### config.mk
export PLATFORM = sky130hd
export DESIGN_NAME = pi_controller_tustin_clamped_unit_flat
export DESIGN_NICKNAME = d
export VERILOG_FILES = /design/src/rtl/pictl_pkg.sv /design/src/rtl/pictl_in_if.sv /design/src/rtl/pictl_out_if.sv /design/src/rtl/pi_controller_tustin_clamped_unit.sv /design/src/flat_wrapper.sv
export SDC_FILE = /design/constraint.sdc
export NUM_CORES = 1
export LEC_CHECK = 0
export ABC_AREA = 1
export BUFFER_PORTS_ARGS = -buffer_cell sky130_fd_sc_hd__buf_2
export CAP_MARGIN = 10
export CORE_AREA = 2 2 303 245
export CTS_CLUSTER_DIAMETER = 120
export DETAILED_ROUTE_END_ITERATION = 12
export DIE_AREA = 0 0 305 247
export PLACE_DENSITY = 0.51
export SLEW_MARGIN = 20
export SYNTH_ARGS = -nofsm -noshare
export SYNTH_HDL_FRONTEND = slang
export SYNTH_SLANG_ARGS = --single-unit
### constraint.sdc
create_clock -name clk -period 5.1 [get_ports clk]
set_clock_uncertainty 0.05 [all_clocks]
set_input_delay 1.02 -clock clk [delete_from_list [all_inputs] [get_ports clk]]
set_output_delay 1.02 -clock clk [all_outputs]
set_load 0.005 [all_outputs]
### src/rtl/pictl_pkg.sv
// Shared widths, constants and state codes of the PI controller.
package pictl_pkg;

  localparam int SAMPLE_W = 10;
  localparam int KP_W     = 10;
  localparam int KI_W     = 24;
  localparam int CFG_W    = 24;
  localparam int ERR_W    = 11;
  localparam int GAIN_W   = 22;
  localparam int MCAND_W  = 23;
  localparam int ACC_W    = 24;
  localparam int OUT_W    = 24;
  localparam int SUM_W    = 42;
  localparam int DUTY_W   = 8;
  localparam int CNT_W    = 5;
  localparam int FRAC_W   = 16;

  localparam logic CFG_KP = 1'b0;
  localparam logic CFG_KI = 1'b1;

  localparam logic [KP_W-1:0] KP_RESET = KP_W'(500);
  localparam logic [KI_W-1:0] KI_RESET = KI_W'(8389);

  localparam logic signed [SUM_W-1:0] OUT_UPPER = SUM_W'(126) <<< FRAC_W;
  localparam logic signed [SUM_W-1:0] OUT_LOWER = -(SUM_W'(127) <<< FRAC_W);
  localparam logic [DUTY_W-1:0] DUTY_OFFSET = DUTY_W'(127);

  localparam int ST_W = 3;
  localparam logic [ST_W-1:0] ST_IDLE  = 3'd0;
  localparam logic [ST_W-1:0] ST_GAIN  = 3'd1;
  localparam logic [ST_W-1:0] ST_LOADI = 3'd2;
  localparam logic [ST_W-1:0] ST_INT   = 3'd3;
  localparam logic [ST_W-1:0] ST_FIN   = 3'd4;
  localparam logic [ST_W-1:0] ST_DONE  = 3'd5;

  typedef logic [SAMPLE_W-1:0] sample_t;
  typedef logic [DUTY_W-1:0] duty_t;

endpackage

### src/rtl/pictl_in_if.sv
// Input channel carrying one command and one feedback sample.
interface pictl_in_if import pictl_pkg::*; ();
  logic    valid;
  logic    ready;
  sample_t command_sample;
  sample_t feedback_sample;

  modport source (output valid, output command_sample, output feedback_sample, input ready);
  modport sink (input valid, input command_sample, input feedback_sample, output ready);
endinterface

### src/rtl/pictl_out_if.sv
// Result channel carrying the duty value and clamp flag.
interface pictl_out_if import pictl_pkg::*; ();
  logic  valid;
  logic  ready;
  duty_t duty;
  logic  clamped;

  modport source (output valid, output duty, output clamped, input ready);
  modport sink (input valid, input duty, input clamped, output ready);
endinterface

### src/rtl/pi_controller_tustin_clamped_unit.sv
// Tustin PI position controller with a bit-serial multiplier and output clamp.
//
// Usage:
//   in_chan  : valid/ready transaction of command_sample and feedback_sample.
//   out_chan : valid/ready transaction of duty (0..253) and clamped flag.
//   cfg_*    : write proportional_gain (index 0) or half_integral_coeff
//              (index 1) while the block is idle; no read-back.
// Each transaction runs through one shift-add unit that retires one
// multiplier bit per cycle: first error times gain, then the integral
// coefficient product, plus setup and final sum/clamp steps.
// A new input is taken only once the block is back in idle, after the
// previous result has moved to the output register.
// The result sits in an output register, so the next input is accepted
// while a result still waits; if the receiver stalls until the next result
// is done, the block holds it internally until the output register frees.
// Reset (rst_n low, synchronous) restores the default gains, clears the
// previous gain term and previous output, and drops any pending result.
module pi_controller_tustin_clamped_unit import pictl_pkg::*; (
  input  logic             clk,
  input  logic             rst_n,
  input  logic             cfg_we,
  input  logic             cfg_idx,
  input  logic [CFG_W-1:0] cfg_data,
  pictl_in_if.sink         in_chan,
  pictl_out_if.source      out_chan
);

  logic [ST_W-1:0]           state_r, state_nxt;
  logic [CNT_W-1:0]          cnt_r, cnt_nxt;
  logic [KP_W-1:0]           kp_r;
  logic [KI_W-1:0]           ki_r;
  logic signed [MCAND_W-1:0] mcand_r, mcand_nxt;
  logic [KI_W-1:0]           mplier_r, mplier_nxt;
  logic signed [ACC_W-1:0]   hi_r, hi_nxt;
  logic [ACC_W-1:0]          lo_r, lo_nxt;
  logic signed [GAIN_W-1:0]  gain_r, gain_nxt;
  logic signed [GAIN_W-1:0]  prev_gain_r, prev_gain_nxt;
  logic signed [OUT_W-1:0]   prev_out_r, prev_out_nxt;
  logic signed [SUM_W-1:0]   part_r, part_nxt;
  duty_t                     res_duty_r, res_duty_nxt;
  logic                      res_clip_r, res_clip_nxt;
  logic                      out_valid_r, out_valid_nxt;
  duty_t                     out_duty_r, out_duty_nxt;
  logic                      out_clip_r, out_clip_nxt;

  logic signed [ACC_W:0]     step_sum;
  logic signed [GAIN_W-1:0]  gain_w;
  logic signed [MCAND_W-1:0] gsum_w, gdiff_w;
  logic signed [SUM_W-1:0]   o_full;
  logic signed [OUT_W-1:0]   o_clamp;
  logic signed [DUTY_W-1:0]  whole;
  logic                      clip_w;
  logic                      accept_in;
  logic                      out_free;

  assign in_chan.ready    = (state_r == ST_IDLE);
  assign accept_in        = in_chan.valid && in_chan.ready;
  assign out_free         = !out_valid_r || out_chan.ready;
  assign out_chan.valid   = out_valid_r;
  assign out_chan.duty    = out_duty_r;
  assign out_chan.clamped = out_clip_r;

  assign step_sum = (ACC_W+1)'(hi_r) + (mplier_r[0] ? (ACC_W+1)'(mcand_r) : '0);
  assign gain_w   = {hi_r[ERR_W:0], lo_r[ACC_W-1 -: KP_W]};
  assign gsum_w   = MCAND_W'(gain_w) + MCAND_W'(prev_gain_r);
  assign gdiff_w  = MCAND_W'(gain_w) - MCAND_W'(prev_gain_r);
  assign o_full   = part_r + SUM_W'($signed({hi_r, lo_r[ACC_W-1:8]}));

  always_comb begin
    clip_w  = 1'b0;
    o_clamp = o_full[OUT_W-1:0];
    if (o_full > OUT_UPPER) begin
      clip_w  = 1'b1;
      o_clamp = OUT_UPPER[OUT_W-1:0];
    end else if (o_full < OUT_LOWER) begin
      clip_w  = 1'b1;
      o_clamp = OUT_LOWER[OUT_W-1:0];
    end
    whole = o_clamp[OUT_W-1:FRAC_W] +
            DUTY_W'(o_clamp[OUT_W-1] && (o_clamp[FRAC_W-1:0] != '0));
  end

  always_comb begin
    state_nxt     = state_r;
    cnt_nxt       = cnt_r;
    mcand_nxt     = mcand_r;
    mplier_nxt    = mplier_r;
    hi_nxt        = hi_r;
    lo_nxt        = lo_r;
    gain_nxt      = gain_r;
    prev_gain_nxt = prev_gain_r;
    prev_out_nxt  = prev_out_r;
    part_nxt      = part_r;
    res_duty_nxt  = res_duty_r;
    res_clip_nxt  = res_clip_r;
    out_valid_nxt = out_valid_r && !out_chan.ready;
    out_duty_nxt  = out_duty_r;
    out_clip_nxt  = out_clip_r;
    unique case (state_r) inside
      ST_IDLE: begin
        if (accept_in) begin
          mcand_nxt  = MCAND_W'($signed({1'b0, in_chan.command_sample}) -
                                $signed({1'b0, in_chan.feedback_sample}));
          mplier_nxt = KI_W'(kp_r);
          hi_nxt     = '0;
          lo_nxt     = '0;
          cnt_nxt    = CNT_W'(KP_W - 1);
          state_nxt  = ST_GAIN;
        end
      end
      ST_GAIN, ST_INT: begin
        hi_nxt     = step_sum[ACC_W:1];
        lo_nxt     = {step_sum[0], lo_r[ACC_W-1:1]};
        mplier_nxt = mplier_r >> 1;
        cnt_nxt    = cnt_r - 1'b1;
        if (cnt_r == '0) begin
          state_nxt = (state_r == ST_GAIN) ? ST_LOADI : ST_FIN;
        end
      end
      ST_LOADI: begin
        gain_nxt   = gain_w;
        part_nxt   = SUM_W'(prev_out_r) + (SUM_W'(gdiff_w) <<< FRAC_W);
        mcand_nxt  = gsum_w;
        mplier_nxt = ki_r;
        hi_nxt     = '0;
        lo_nxt     = '0;
        cnt_nxt    = CNT_W'(KI_W - 1);
        state_nxt  = ST_INT;
      end
      ST_FIN: begin
        prev_gain_nxt = gain_r;
        prev_out_nxt  = o_clamp;
        res_duty_nxt  = duty_t'(whole) + DUTY_OFFSET;
        res_clip_nxt  = clip_w;
        state_nxt     = ST_DONE;
      end
      ST_DONE: begin
        if (out_free) begin
          out_valid_nxt = 1'b1;
          out_duty_nxt  = res_duty_r;
          out_clip_nxt  = res_clip_r;
          state_nxt     = ST_IDLE;
        end
      end
      default: begin
        state_nxt = ST_IDLE;
      end
    endcase
  end

  always_ff @(posedge clk) begin
    if (!rst_n) begin
      state_r     <= ST_IDLE;
      cnt_r       <= '0;
      kp_r        <= KP_RESET;
      ki_r        <= KI_RESET;
      prev_gain_r <= '0;
      prev_out_r  <= '0;
      out_valid_r <= 1'b0;
    end else begin
      state_r     <= state_nxt;
      cnt_r       <= cnt_nxt;
      prev_gain_r <= prev_gain_nxt;
      prev_out_r  <= prev_out_nxt;
      out_valid_r <= out_valid_nxt;
      if (cfg_we) begin
        unique case (cfg_idx)
          CFG_KP:  kp_r <= cfg_data[KP_W-1:0];
          CFG_KI:  ki_r <= cfg_data[KI_W-1:0];
          default: kp_r <= kp_r;
        endcase
      end
    end
  end

  always_ff @(posedge clk) begin
    mcand_r    <= mcand_nxt;
    mplier_r   <= mplier_nxt;
    hi_r       <= hi_nxt;
    lo_r       <= lo_nxt;
    gain_r     <= gain_nxt;
    part_r     <= part_nxt;
    res_duty_r <= res_duty_nxt;
    res_clip_r <= res_clip_nxt;
    out_duty_r <= out_duty_nxt;
    out_clip_r <= out_clip_nxt;
  end

endmodule
### src/flat_wrapper.sv
// flat-port wrapper written by rule: the top's interface ports become plain ports
module pi_controller_tustin_clamped_unit_flat import pictl_pkg::*;
  (clk, rst_n, cfg_we, cfg_idx, cfg_data, in_chan_valid, in_chan_command_sample, in_chan_feedback_sample, in_chan_ready, out_chan_valid, out_chan_duty, out_chan_clamped, out_chan_ready);
  pictl_in_if in_chan_i ();
  pictl_out_if out_chan_i ();
  input  logic clk;
  input  logic rst_n;
  input  logic cfg_we;
  input  logic cfg_idx;
  input  logic [CFG_W-1:0] cfg_data;
  input wire logic [$bits(in_chan_i.valid)-1:0] in_chan_valid;
  input wire logic [$bits(in_chan_i.command_sample)-1:0] in_chan_command_sample;
  input wire logic [$bits(in_chan_i.feedback_sample)-1:0] in_chan_feedback_sample;
  output wire logic [$bits(in_chan_i.ready)-1:0] in_chan_ready;
  output wire logic [$bits(out_chan_i.valid)-1:0] out_chan_valid;
  output wire logic [$bits(out_chan_i.duty)-1:0] out_chan_duty;
  output wire logic [$bits(out_chan_i.clamped)-1:0] out_chan_clamped;
  input wire logic [$bits(out_chan_i.ready)-1:0] out_chan_ready;
  assign in_chan_i.valid = in_chan_valid;
  assign in_chan_i.command_sample = in_chan_command_sample;
  assign in_chan_i.feedback_sample = in_chan_feedback_sample;
  assign in_chan_ready = in_chan_i.ready;
  assign out_chan_valid = out_chan_i.valid;
  assign out_chan_duty = out_chan_i.duty;
  assign out_chan_clamped = out_chan_i.clamped;
  assign out_chan_i.ready = out_chan_ready;
  pi_controller_tustin_clamped_unit u_core (.clk(clk), .rst_n(rst_n), .cfg_we(cfg_we), .cfg_idx(cfg_idx), .cfg_data(cfg_data), .in_chan(in_chan_i), .out_chan(out_chan_i));
endmodule
==> results_dict.tcl <==
set metrics [dict create \
    syn-num-nets 2659 \
    tritoncts "done" \
    worst_slew_pin_slew_ns 1.03 \
    dieArea_um2 75300 \
    cts_sinks 256 \
    slowest_delay_ns 0.45 \
    clkTransAtPathRegs_ns 0.06 \
    root_buffer "clkbuf_16" \
    slew_viol_final 0 \
    drive_gt1_share_pct 6.27 \
    critical_path_buf_inv_count 2 \
    start_util_pct 24.6 \
    status "finished clean" \
    grt_start_max_net_pins 71 \
    drv_cap 0 \
    path_max_fanout 4 \
    cp.required_ns 5.37 \
    rsz0062_at_grt "no" \
    layout_min_cycle_time_ns 4.65 \
    tns_ns 0 \
    crit_family "compound AO/OA/AOI/OAI gates" \
    dr_total_vias 15500 \
    ys_ff_latch 256 \
    die_y_um 247 \
    yosys_warnings 0 \
    die_w_um 305 \
    final_area_um2 20300 \
    grt_first_pass_wirelength_um 81300 \
    worst-setup-path-type "flip-flop to flip-flop" \
    async_reset_ff_share_pct 0 \
    vias_per_cell 4.45 \
    setup_viol 0 \
    clockBufferDepth 3 \
    slew_headroom_pct 31.1 \
    ios 61 \
    cts_made_buffers 29 \
    crit_chain "inv_1, ha_1, inv_1, fa_1, nand3_1, nand2_1, a21oi_1, o21ai_1, a21boi_1, o21ai_1, a21boi_1, o21ai_1, xor2_1, ha_1, nand2_1, nor3_1, nand4_1, nand3_1, nand3_1, nand2_1, a31oi_1, xor2_1" \
    syn_inst 2458 \
    min-delay-path-class "flip-flop to flip-flop" \
    drt-wirelength-per-cell_um 14.9 \
    grt_usage_pct 13.5 \
    drt_iter0_drc 1157 \
    synth_ff_type "edfxtp_1" \
    seq_area_frac_synth_pct 38.0 \
    synth.distinct_cells 52 \
    min_period_over_period_pct 91.3 \
    htreeDepth 1 \
    fill_cells 8047 \
    start_kind "flip-flop" \
    synth_edf_count 167 \
    grt_pass1_vias 14100 \
    diodes 0 \
    arrival_ns 4.92 \
    fmax_ghz 0.215 \
    place_area_um2 19300 \
    slowest_stage "edfxtp_1" \
    dr.pass1.iters 5 \
    overflow 0 \
    syn2layout_area_growth_pct 13.7 \
    coreArea_um2 72700 \
    final-hold-violation-count 0 \
    clk_latency_ns 0.57 \
    num_rows 89 \
    cp-end-kind "flip-flop" \
    final_nets 2712 \
    wl_um 52000 \
    antenna_found_initial 0 \
    drc 0 \
    synth.cell_area_um2 17900 \
    numPortBuffers 60 \
    ant_nets 0 \
    gp_congestion 0.919 \
    syn_avg_cell_area_um2 7.28 \
    hpwl_um 40700 \
]
==> per-stage QoR <==
step	cells	utilization (%)	hold WS [ns]	setup WS (ns)
finish	3489	28.0	0.368	0.445
global route	3489	28.0	0.375	0.0398
CTS	3489	28.0	0.371	0.360
detailed placement	3435	26.6	0.356	0.382
global placement	3435	26.6	0.355	0.346
floorplan	2458	-	0.350	0.967
==> path summary, 6_finish.rpt <==
kind                          start  slack [ns]  depth (start not counted)                       to
setup / recovery    u_core.lo_r[14]        0.45                         22        u_core.part_r[37]
hold reg to reg   u_core.res_clip_r        0.37                          0  u_core.out_chan.clamped
hold / removal    u_core.res_clip_r        0.37                          0  u_core.out_chan.clamped
setup reg to reg    u_core.lo_r[14]        0.45                         22        u_core.part_r[37]
==> per-layer routing <==
metal	up-vias	global-route usage, %	part of all wire, %
met3	41	1.95	5.7
met2	347	19.8	40
li1	8135	-	-
met5	-	0	0
met1	6993	21.1	53
met4	0	1.65	1.1
==> registers in the layout, indices dropped and copies added (netlist names) <==
| register | flops |
|---|---|
| u_core.res_duty_r | 8 |
| u_core.mplier_r | 24 |
| u_core.kp_r | 10 |
| u_core.prev_out_r | 24 |
| u_core.gain_r | 22 |
| u_core.prev_gain_r | 22 |
| u_core.cnt_r | 5 |
| u_core.res_clip_r | 1 |
| u_core.hi_r | 24 |
| u_core.out_chan.clamped | 1 |
| u_core.out_chan.valid | 1 |
| u_core.mcand_r | 23 |
| u_core.ki_r | 24 |
| u_core.out_chan.duty | 8 |
| u_core.lo_r | 16 |
| u_core.state_r | 3 |
| u_core.part_r | 40 |
==> Yosys cell counts, drive strengths merged (2+ instances only) <==
master	n	area (um2)
inv	393	1480
a22oi	10	75.1
o21bai	11	82.6
edfxtp	167	5010
nand2	656	2470
or2	3	18.8
o21a	11	82.6
ha	145	1810
nor2	268	1030
o41ai	3	26.3
dfxtp	89	1780
nor3	25	135
a221oi	2	17.5
a211oi	6	45.0
xor2	48	420
nand3	125	651
clkinv	4	15.0
nand4	24	150
nor4	4	25.0
a31oi	7	43.8
o21ai	149	749
a21oi	191	967
nand3b	9	67.6
fa	6	120
o211ai	3	22.5
a21boi	7	52.6
o32ai	3	26.3
o31ai	7	52.6
a31o	2	17.5
xnor2	5	43.8
clkbuf	49	184
a21o	3	22.5
o221ai	2	17.5
buf	3	16.3
a22o	13	114
==> cell usage in the layout (no fill, tap or decap), drive strengths merged, types with 2 or more instances in the layout <==
cell type and n:
o21a 11, a21boi 7, nand4 24, nand3b 9, o21bai 11, a21o 3, o31ai 7, xor2 48
o221ai 2, clkbuf 41, o41ai 3, nand3 125, o21ai 149, nor3 25, inv 395, o32ai 3
nor4 4, o211ai 3, a22oi 10, a31oi 7, a31o 2, clkinv 12, a21oi 191, edfxtp 167
or2 3, fa 6, dfxtp 89, nand2 656, ha 145, a22o 13, bufinv 3, xnor2 5
a211oi 6, a221oi 2, buf 74, nor2 268
==> cells by family (layout without fill, tap and decap cells) <==
kind of cell	Yosys count	count (layout)	synth area share [%]
mux	1	1	0.0559
xor+xnor	53	53	2.59
buf+inv	449	525	9.45
flops	256	256	38.0
simple gates	1116	1116	25.5
fa+ha+maj	151	151	10.8
compound gates	432	432	13.6
==> cell type report <==
| type | instances | area [um2] | area share (%) |
|---|---|---|---|
| Multi-Input combinational cell | 1753 | 9440 | 46.4 |
| Sequential cell | 256 | 6800 | 33.4 |
| Inverter | 397 | 1490 | 7.32 |
| Tap cell | 955 | 1190 | 5.87 |
| Clock buffer | 41 | 853 | 4.19 |
| Timing Repair Buffer | 74 | 405 | 1.99 |
| Clock inverter | 13 | 165 | 0.812 |
==> timing repair <==
item / CTS / global route
hold buffers: 0 / 0
setup endpoints to repair: 0 / 3
hold endpoints to repair: 0 / 0
setup buffers: 0 / 0
resized for setup: 0 / 3
Power is not shown: default switching activity piles up to over one toggle a cycle in this logic, so the estimate is an artifact.
